### src/u8u16_pkg.sv
// ----------------------------------------------------------------------------
// u8u16_pkg
// Shared types and constants of the UTF-8 to UTF-16 decoder.
// ----------------------------------------------------------------------------
`default_nettype none

package u8u16_pkg;

  localparam int CP_W          = 21;
  localparam int QUEUE_DEPTH   = 4;

  localparam logic [7:0]      BOM_LEAD     = 8'hEF;
  localparam logic [7:0]      LEAD_INVALID = 8'hF8;
  localparam logic [CP_W-1:0] BOM_CP       = 21'h00FEFF;
  localparam logic [CP_W-1:0] CP_MAX       = 21'h10FFFF;
  localparam logic [CP_W-1:0] CP_BMP_MAX   = 21'h00FFFF;
  localparam logic [CP_W-1:0] SUPP_BASE    = 21'h010000;
  localparam logic [15:0]     HI_SURR_BASE = 16'hD800;
  localparam logic [15:0]     LO_SURR_BASE = 16'hDC00;
  localparam logic [9:0]      SURR_MASK    = 10'h3FF;
  localparam logic [5:0]      CONT_MASK    = 6'h3F;

  typedef struct packed {
    logic [7:0] in_byte;
    logic       end_of_string;
  } in_item_t;

  typedef struct packed {
    logic [15:0] code_unit;
    logic        unit_valid;
    logic        error_flag;
    logic        string_done;
  } out_item_t;

  // one decoded request between front and back
  typedef struct packed {
    logic [CP_W-1:0] code_point;
    logic            is_unit;
    logic            is_pair;
    logic            err;
    logic            done;
  } q_entry_t;

endpackage

`default_nettype wire

### src/u8u16_front.sv
// ----------------------------------------------------------------------------
// u8u16_front
// Byte classifier and code point accumulator; writes one request per
// decoded code point or string end into the queue.
// ----------------------------------------------------------------------------
`default_nettype none

module u8u16_front
  import u8u16_pkg::*;
(
  input  wire logic     clk,
  input  wire logic     rst_n,
  input  wire logic     acc_en,
  input  wire in_item_t in_data,
  output logic          q_push,
  output q_entry_t      q_data
);

  logic [CP_W-1:0] accum_r, accum_nxt;
  logic [1:0]      pend_r, pend_nxt;
  logic            start_r, start_nxt;
  logic            bom_cand_r, bom_cand_nxt;
  logic            err_r, err_nxt;

  // A completed code point can only be a byte-order mark when it closes a
  // sequence opened by 0xEF as the string's first byte; an ASCII byte has
  // no such lead.
  function automatic logic bom_cand_nxt_src(input logic cand, input logic [1:0] pend);
    bom_cand_nxt_src = cand && (pend != 2'd0);
  endfunction

  always_comb begin
    logic [7:0]      b;
    logic            err;
    logic            complete;
    logic            unit;
    logic [CP_W-1:0] cp;

    b            = in_data.in_byte;
    err          = err_r;
    complete     = 1'b0;
    unit         = 1'b0;
    cp           = '0;
    accum_nxt    = accum_r;
    pend_nxt     = pend_r;
    start_nxt    = start_r;
    bom_cand_nxt = bom_cand_r;
    err_nxt      = err_r;

    if (!err_r) begin
      if (pend_r == 2'd0) begin
        if (!b[7]) begin
          cp           = {13'd0, b};
          complete     = 1'b1;
          bom_cand_nxt = 1'b0;
        end else if (b[7:6] == 2'b10 || b >= LEAD_INVALID) begin
          err = 1'b1;
        end else begin
          if (b[5] == 1'b0) begin
            accum_nxt = {16'd0, b[4:0]};
            pend_nxt  = 2'd1;
          end else if (b[4] == 1'b0) begin
            accum_nxt = {17'd0, b[3:0]};
            pend_nxt  = 2'd2;
          end else begin
            accum_nxt = {18'd0, b[2:0]};
            pend_nxt  = 2'd3;
          end
          bom_cand_nxt = start_r && (b == BOM_LEAD);
        end
      end else if (b[7:6] != 2'b10) begin
        err = 1'b1;
      end else begin
        accum_nxt = {accum_r[CP_W-7:0], b[5:0] & CONT_MASK};
        pend_nxt  = pend_r - 2'd1;
        if (pend_r == 2'd1) begin
          cp       = accum_nxt;
          complete = 1'b1;
        end
      end

      if (complete) begin
        accum_nxt    = '0;
        bom_cand_nxt = 1'b0;
        if (cp > CP_MAX) begin
          err = 1'b1;
        end else if (!(bom_cand_nxt_src(bom_cand_r, pend_r) && cp == BOM_CP)) begin
          unit = 1'b1;
        end
      end
      if (err) begin
        accum_nxt    = '0;
        pend_nxt     = 2'd0;
        bom_cand_nxt = 1'b0;
      end
    end
    start_nxt = 1'b0;

    q_data.code_point = cp;
    q_data.is_unit    = unit;
    q_data.is_pair    = unit && (cp > CP_BMP_MAX);
    q_data.done       = in_data.end_of_string;

    if (in_data.end_of_string) begin
      if (!err && pend_nxt != 2'd0) begin
        err = 1'b1;
      end
      accum_nxt    = '0;
      pend_nxt     = 2'd0;
      start_nxt    = 1'b1;
      bom_cand_nxt = 1'b0;
      err_nxt      = 1'b0;
    end else begin
      err_nxt = err;
    end

    q_data.err = err && !unit;
    q_push     = acc_en && (unit || in_data.end_of_string);
  end

  always_ff @(posedge clk) begin
    if (!rst_n) begin
      accum_r    <= '0;
      pend_r     <= 2'd0;
      start_r    <= 1'b1;
      bom_cand_r <= 1'b0;
      err_r      <= 1'b0;
    end else if (acc_en) begin
      accum_r    <= accum_nxt;
      pend_r     <= pend_nxt;
      start_r    <= start_nxt;
      bom_cand_r <= bom_cand_nxt;
      err_r      <= err_nxt;
    end
  end

endmodule

`default_nettype wire

### src/u8u16_fifo.sv
// ----------------------------------------------------------------------------
// u8u16_fifo
// Short request queue between the front classifier and the back end.
// ----------------------------------------------------------------------------
`default_nettype none

module u8u16_fifo
  import u8u16_pkg::*;
#(
  parameter int DEPTH = QUEUE_DEPTH
) (
  input  wire logic     clk,
  input  wire logic     rst_n,
  input  wire logic     wr_en,
  input  wire q_entry_t wr_data,
  output logic          full,
  input  wire logic     rd_en,
  output q_entry_t      rd_data,
  output logic          empty
);

  localparam int PTR_W = (DEPTH > 1) ? $clog2(DEPTH) : 1;
  localparam int CNT_W = $clog2(DEPTH + 1);

  q_entry_t         mem_r [DEPTH];
  logic [PTR_W-1:0] wptr_r, wptr_nxt;
  logic [PTR_W-1:0] rptr_r, rptr_nxt;
  logic [CNT_W-1:0] cnt_r, cnt_nxt;
  logic             do_wr, do_rd;

  assign full    = (cnt_r == CNT_W'(DEPTH));
  assign empty   = (cnt_r == '0);
  assign do_wr   = wr_en && !full;
  assign do_rd   = rd_en && !empty;
  assign rd_data = mem_r[rptr_r];

  always_comb begin
    wptr_nxt = wptr_r;
    rptr_nxt = rptr_r;
    cnt_nxt  = cnt_r;
    if (do_wr) begin
      wptr_nxt = (wptr_r == PTR_W'(DEPTH - 1)) ? '0 : wptr_r + 1'b1;
    end
    if (do_rd) begin
      rptr_nxt = (rptr_r == PTR_W'(DEPTH - 1)) ? '0 : rptr_r + 1'b1;
    end
    if (do_wr && !do_rd) begin
      cnt_nxt = cnt_r + 1'b1;
    end else if (do_rd && !do_wr) begin
      cnt_nxt = cnt_r - 1'b1;
    end
  end

  always_ff @(posedge clk) begin
    if (!rst_n) begin
      wptr_r <= '0;
      rptr_r <= '0;
      cnt_r  <= '0;
    end else begin
      wptr_r <= wptr_nxt;
      rptr_r <= rptr_nxt;
      cnt_r  <= cnt_nxt;
    end
  end

  always_ff @(posedge clk) begin
    if (do_wr) begin
      mem_r[wptr_r] <= wr_data;
    end
  end

endmodule

`default_nettype wire

### src/u8u16_back.sv
// ----------------------------------------------------------------------------
// u8u16_back
// Turns queued requests into UTF-16 results; a supplementary code point
// is split into a high and a low surrogate over two output slots.
// ----------------------------------------------------------------------------
`default_nettype none

module u8u16_back
  import u8u16_pkg::*;
(
  input  wire logic     clk,
  input  wire logic     rst_n,
  input  wire q_entry_t q_data,
  input  wire logic     q_empty,
  output logic          q_pop,
  output out_item_t     out_data,
  output logic          out_empty,
  input  wire logic     out_pop
);

  out_item_t       out_r, out_nxt;
  logic            vld_r;
  logic            phase_r, phase_nxt;
  logic            load_en;
  logic [CP_W-1:0] supp;

  assign load_en   = !vld_r || out_pop;
  assign supp      = q_data.code_point - SUPP_BASE;
  assign out_data  = out_r;
  assign out_empty = !vld_r;

  function automatic logic q_is_idle();
    q_is_idle = q_empty || !load_en;
  endfunction

  always_comb begin
    out_nxt   = out_r;
    phase_nxt = phase_r;
    q_pop     = 1'b0;
    if (!q_is_idle()) begin
      out_nxt.unit_valid = q_data.is_unit;
      out_nxt.error_flag = q_data.err;
      if (!q_data.is_unit) begin
        out_nxt.code_unit   = '0;
        out_nxt.string_done = q_data.done;
        q_pop               = 1'b1;
      end else if (!q_data.is_pair) begin
        out_nxt.code_unit   = q_data.code_point[15:0];
        out_nxt.string_done = q_data.done;
        q_pop               = 1'b1;
      end else if (!phase_r) begin
        out_nxt.code_unit   = HI_SURR_BASE | {6'd0, supp[19:10]};
        out_nxt.string_done = 1'b0;
        phase_nxt           = 1'b1;
      end else begin
        out_nxt.code_unit   = LO_SURR_BASE | {6'd0, supp[9:0] & SURR_MASK};
        out_nxt.string_done = q_data.done;
        phase_nxt           = 1'b0;
        q_pop               = 1'b1;
      end
    end
  end

  always_ff @(posedge clk) begin
    if (!rst_n) begin
      vld_r   <= 1'b0;
      phase_r <= 1'b0;
    end else begin
      phase_r <= phase_nxt;
      if (load_en) begin
        vld_r <= !q_empty;
      end
    end
  end

  always_ff @(posedge clk) begin
    out_r <= out_nxt;
  end

endmodule

`default_nettype wire

### src/utf8_to_utf16_decoder.sv
// ----------------------------------------------------------------------------
// utf8_to_utf16_decoder
// Path: with queue and output idle, a byte's result reaches the out_ ports
// through the request queue (front writes it) and the back's output register.
// Throughput: one byte per cycle while the queue is not full; a surrogate pair
// takes two output slots, absorbed by the request queue between front and back.
// Reset: synchronous, active low; clears decode state, queue and output.
// ----------------------------------------------------------------------------
`default_nettype none

module utf8_to_utf16_decoder
  import u8u16_pkg::*;
#(
  parameter int QDEPTH = QUEUE_DEPTH
) (
  input  wire logic     clk,
  input  wire logic     rst_n,
  input  wire logic     in_push,
  input  wire in_item_t in_data,
  output logic          in_full,
  output out_item_t     out_data,
  output logic          out_empty,
  input  wire logic     out_pop
);

  logic     acc_en;
  logic     q_push, q_pop, q_full, q_empty;
  q_entry_t q_wdata, q_rdata;

  assign in_full = q_full;
  assign acc_en  = in_push && !q_full;

  u8u16_front u_front (
    .clk    (clk),
    .rst_n  (rst_n),
    .acc_en (acc_en),
    .in_data(in_data),
    .q_push (q_push),
    .q_data (q_wdata)
  );

  u8u16_fifo #(
    .DEPTH(QDEPTH)
  ) u_fifo (
    .clk    (clk),
    .rst_n  (rst_n),
    .wr_en  (q_push),
    .wr_data(q_wdata),
    .full   (q_full),
    .rd_en  (q_pop),
    .rd_data(q_rdata),
    .empty  (q_empty)
  );

  u8u16_back u_back (
    .clk      (clk),
    .rst_n    (rst_n),
    .q_data   (q_rdata),
    .q_empty  (q_empty),
    .q_pop    (q_pop),
    .out_data (out_data),
    .out_empty(out_empty),
    .out_pop  (out_pop)
  );

  a_unit_no_err: assert property (@(posedge clk) disable iff (!rst_n)
    (!out_empty && out_data.unit_valid) |-> !out_data.error_flag)
    else $error("unit result carries error flag");

  a_nounit_done: assert property (@(posedge clk) disable iff (!rst_n)
    (!out_empty && !out_data.unit_valid) |-> out_data.string_done)
    else $error("empty result not marked as string end");

  a_out_hold: assert property (@(posedge clk) disable iff (!rst_n)
    (!out_empty && !out_pop) |=> (!out_empty && $stable(out_data)))
    else $error("waiting result changed before pop");

  a_queue_flags: assert property (@(posedge clk) disable iff (!rst_n)
    !(q_full && q_empty))
    else $error("queue both full and empty");

endmodule

`default_nettype wire

### config.mk
export PLATFORM = sky130hd
export DESIGN_NAME = utf8_to_utf16_decoder
export DESIGN_NICKNAME = d
export VERILOG_FILES = /design/src/u8u16_pkg.sv /design/src/u8u16_front.sv /design/src/u8u16_fifo.sv /design/src/u8u16_back.sv /design/src/utf8_to_utf16_decoder.sv
export SDC_FILE = /design/constraint.sdc
export NUM_CORES = 1
export LEC_CHECK = 0
export ABC_AREA = 1
export BUFFER_PORTS_ARGS = -buffer_cell sky130_fd_sc_hd__buf_2
export CAP_MARGIN = 30
export CORE_MARGIN = 1.5
export CORE_UTILIZATION = 25
export CTS_CLUSTER_DIAMETER = 40
export DETAILED_ROUTE_END_ITERATION = 8
export SLEW_MARGIN = 0
export SYNTH_ARGS = -nofsm -noshare
export SYNTH_HDL_FRONTEND = slang
export SYNTH_SLANG_ARGS = --single-unit
### constraint.sdc
create_clock -name clk -period 3.2 [get_ports clk]
set_input_delay 0.32 -clock clk [delete_from_list [all_inputs] [get_ports clk]]
set_output_delay 0.32 -clock clk [all_outputs]
set_load 0.1 [all_outputs]
==> results by group <==
Run status
  • Status: finished clean

Synthesis
  • Avg Cell Area, Syn: 10.8 um2
  • Synth Area in Adders: 2.05%
  • Synthesized net count: 622
  • Mux share of post-synthesis cell area: 0%
  • Simple-gate share of the synthesized area: 17.1%
  • Top cell type by total area after synthesis: edfxtp_1
  • Synthesized area: 6450 um2
  • Synth Area in XOR/XNOR: 0.271%
  • Cells after synthesis: 599
  • Largest family of logic cells by synthesized area: simple AND/OR/NAND/NOR gates
  • Area contributors post-synth: edfxtp_1, dfxtp_1, nand2_1
  • Post-synthesis sequential area ratio: 63.1%
  • Synth warnings: 0
  • Synth Area in Compound Gates: 12.1%
  • Yosys reg bits: 146
  • Synth unique cells: 40
  • Yosys top cell area share: 53.5%

Critical path
  • CP Launch Type: flop
  • Setup crit end kind: flop
  • Cell Chain, Critical Path: inv_1 -> ha_1 -> buf_4 -> nand2_1 -> o21ai_1 -> nand2_1 -> nor2_2 -> nand4_2 -> nand4_4 -> nand2_2 -> ha_1 -> inv_1 -> fa_1 -> nor2_1 -> nor2_1 -> nand2_1 -> o21ai_0 -> a21oi_1
  • CP required: 3.56 ns
  • Crit path kind: reg -> reg
  • Critical path fanouts, max: 11
  • Arrival time worst endpoint: 3.11 ns
  • Max incr delay on CP: 0.38 ns
  • Top cell by count, worst path: nand2_1
  • Slowest-stage cell, CP: dfxtp_1

Timing
  • RSZ-0062 raised after global routing: no
  • Fin crit share: 86.1%
  • Peak Freq: 0.363 GHz
  • Final setup fails: 0
  • Final Slew Violations: 0
  • Worst Tran Pin Value: 0.744 ns
  • Hold Violations, Final: 0
  • Max_slew headroom: 50.0%
  • Post-route setup slack: 0.445 ns
  • Clock period minus worst slack: 2.75 ns
  • TNS Setup: 0 ns
  • Clock Skew: 0.00855 ns

Placed design
  • Placed Area: 7030 um2
  • GPL Wtd Cong: 0.883
  • Port Buffers: 33
  • Dpl hpwl: 10,200 um
  • Post-Place Setup Slack: 0.467 ns

Global routing
  • Total congestion overflow: 0
  • Vias in the first global route: 4,225
  • Pin count of the biggest net entering global routing: 28
  • Antenna violations before repair: 0
  • GRT Util Overall: 11.8%
  • First-pass GRT wire length: 23,500 um

Clocking
  • Clock Latency Late Sink: 0.43 ns
  • Post-CTS Setup Inserts: 0
  • Maximum root-to-sink buffer count: 2
  • Clk sinks: 146
  • Htree depth: 4
  • Hold-fix buffers at CTS: 0
  • CTS tree: done
  • Clock-pin slew on the worst setup and hold paths: 0.06 ns
  • Clock Root Buffer: clkbuf_16
  • Number of buffers created by CTS: 17
  • Post_cts resized: 0

Routing
  • Post-DRT Antenna Nets: 0
  • Routed Wire Length: 15,000 um
  • DRT iter0 DRCs: 482
  • DRC viols: 0
  • DR vias/cell: 4.56
  • First drt pass iteration count: 5
  • WL per Instance: 15.2 um
  • Via count: 4,495

Layout
  • Synth-to-layout area growth: 18.3%
  • N_diodes: 0
  • Finished layout cell area: 7640 um2
  • Nets: 665
  • Layout cells sized above 1: 19.5%
  • Commonest non-fill, non-tap cell in the layout: edfxtp_1
  • Final core occ: 30.2%
  • Commonest non-fill, non-tap cells in the layout: edfxtp_1, nand2_1, nor2_1, inv_1, a21oi_1

Power and ir drop
  • Sw frac: 41.3%
  • Gate power share: 36.2%
  • Clock network power share: 28.2%
  • LEAKAGE: 2.90 nW
  • Pwr dens: 951 nW/um2
  • Max VDD drop: 1.06 mV
  • Net switching power: 3.00 mW
  • Reg power frac: 35.5%
  • Power Internal: 4.26 mW

Floorplanning
  • Core area: 25,300 um2
  • Die height: 164 um
  • Die area: 26,800 um2
  • Initial Utilization: 25.6%
  • Die width: 164 um
  • Row cnt: 58
  • I/O pin count: 34

Run
  • Maxcap violations: 0

Hold path
  • Worst hold path type: in -> reg
## cell families (layout without fill, tap and decap cells)
| group | count (synthesis) | in the layout |
|---|---|---|
| compound gates | 126 | 126 |
| xor+xnor | 2 | 2 |
| fa+ha+maj | 10 | 10 |
| buf+inv | 84 | 140 |
| flops | 146 | 146 |
| simple gates | 231 | 231 |
## flip-flops by register name, summed over array words and instances (netlist names), named ones only
register / cells
u_front.err_r: 1
u_fifo.rptr_r: 2
u_front.bom_cand_r: 1
u_front.start_r: 1
u_back.out_data: 19
u_fifo.wptr_r: 2
u_front.accum_r: 15
u_fifo.mem_r: 96
u_fifo.cnt_r: 3
u_back.vld_r: 1
u_front.pend_r: 2
u_back.phase_r: 1
## path summary, 6_finish.rpt
| kind | cells past startpoint | end | slack (ns) | startpoint |
|---|---|---|---|---|
| worst max-delay path | 18 | u_fifo.cnt_r[2] | 0.45 | u_front.pend_r[0] |
| worst min-delay path | 3 | u_front.accum_r[2] | 0.17 | in_data[3] |
| worst max register to register | 18 | u_fifo.cnt_r[2] | 0.45 | u_front.pend_r[0] |
| worst min register to register | 2 | u_front.accum_r[0] | 0.47 | u_front.accum_r[0] |
## Yosys cell counts (all sizes together)
| cell | count |
|---|---|
| nand2 | 119 |
| edfxtp | 115 |
| nor2 | 66 |
| inv | 61 |
| a21oi | 47 |
| o21ai | 44 |
| dfxtp | 31 |
| nand3 | 24 |
| a32o | 17 |
| buf | 17 |
| nor3 | 13 |
| o22ai | 12 |
| ha | 9 |
| nand4 | 7 |
| clkbuf | 6 |
| a31oi | 3 |
| xnor2 | 2 |
| a32oi | 1 |
| fa | 1 |
| nand3b | 1 |
| nor4 | 1 |
| o2111ai | 1 |
| o211a | 1 |
## metrics by stage
stage          hold WS (ns)  power (mW)  std cells
2_1_floorplan         0.419        4.68        599
3_3_place_gp          0.456        5.25        953
3_5_place_dp          0.462        5.26        953
4_1_cts               0.154        7.31        985
5_1_grt               0.165        7.62        985
6_report              0.166        7.26        985
## power groups by stage
| stage | logic, mW | clock network, mW | registers [mW] |
|---|---|---|---|
| after floorplan | 1.19 | 0 | 3.48 |
| after global placement | 2.63 | 0 | 2.62 |
| after detailed placement | 2.64 | 0 | 2.62 |
| after CTS | 2.65 | 2.08 | 2.58 |
| after global routing | 2.84 | 2.17 | 2.61 |
| final | 2.63 | 2.05 | 2.58 |
## area by class of cell
cell class | count | area [um2]
clock inverters | 14 | 176
multi-input cells | 369 | 2040
clock buffers | 18 | 429
flip-flops and latches | 146 | 4070
repair buffers | 47 | 270
fillers | 2634 | 17600
inverters | 61 | 234
well taps | 330 | 413
## worst max-delay path, delay by kind of cell, from the launching register on
kind | cells | cell delay, ns
AO/OA/AOI/OAI | 3 | 0.28
adder cells (fa/ha/maj) | 3 | 0.76
buffers and inverters | 3 | 0.34
flip-flops | 1 | 0.38
AND/OR/NAND/NOR | 9 | 0.91
## per-layer routing
metal  global-route usage [%]  vias to the layer above  part of all wire (%)
met2                     17.8                      146                    45
li1                         -                     2187                     -
met4                     4.05                        0                   1.1
met3                     3.17                       16                   6.9
met5                        0                        -                     0
met1                     16.2                     2146                    47
Power figures use the tool's default switching activity.
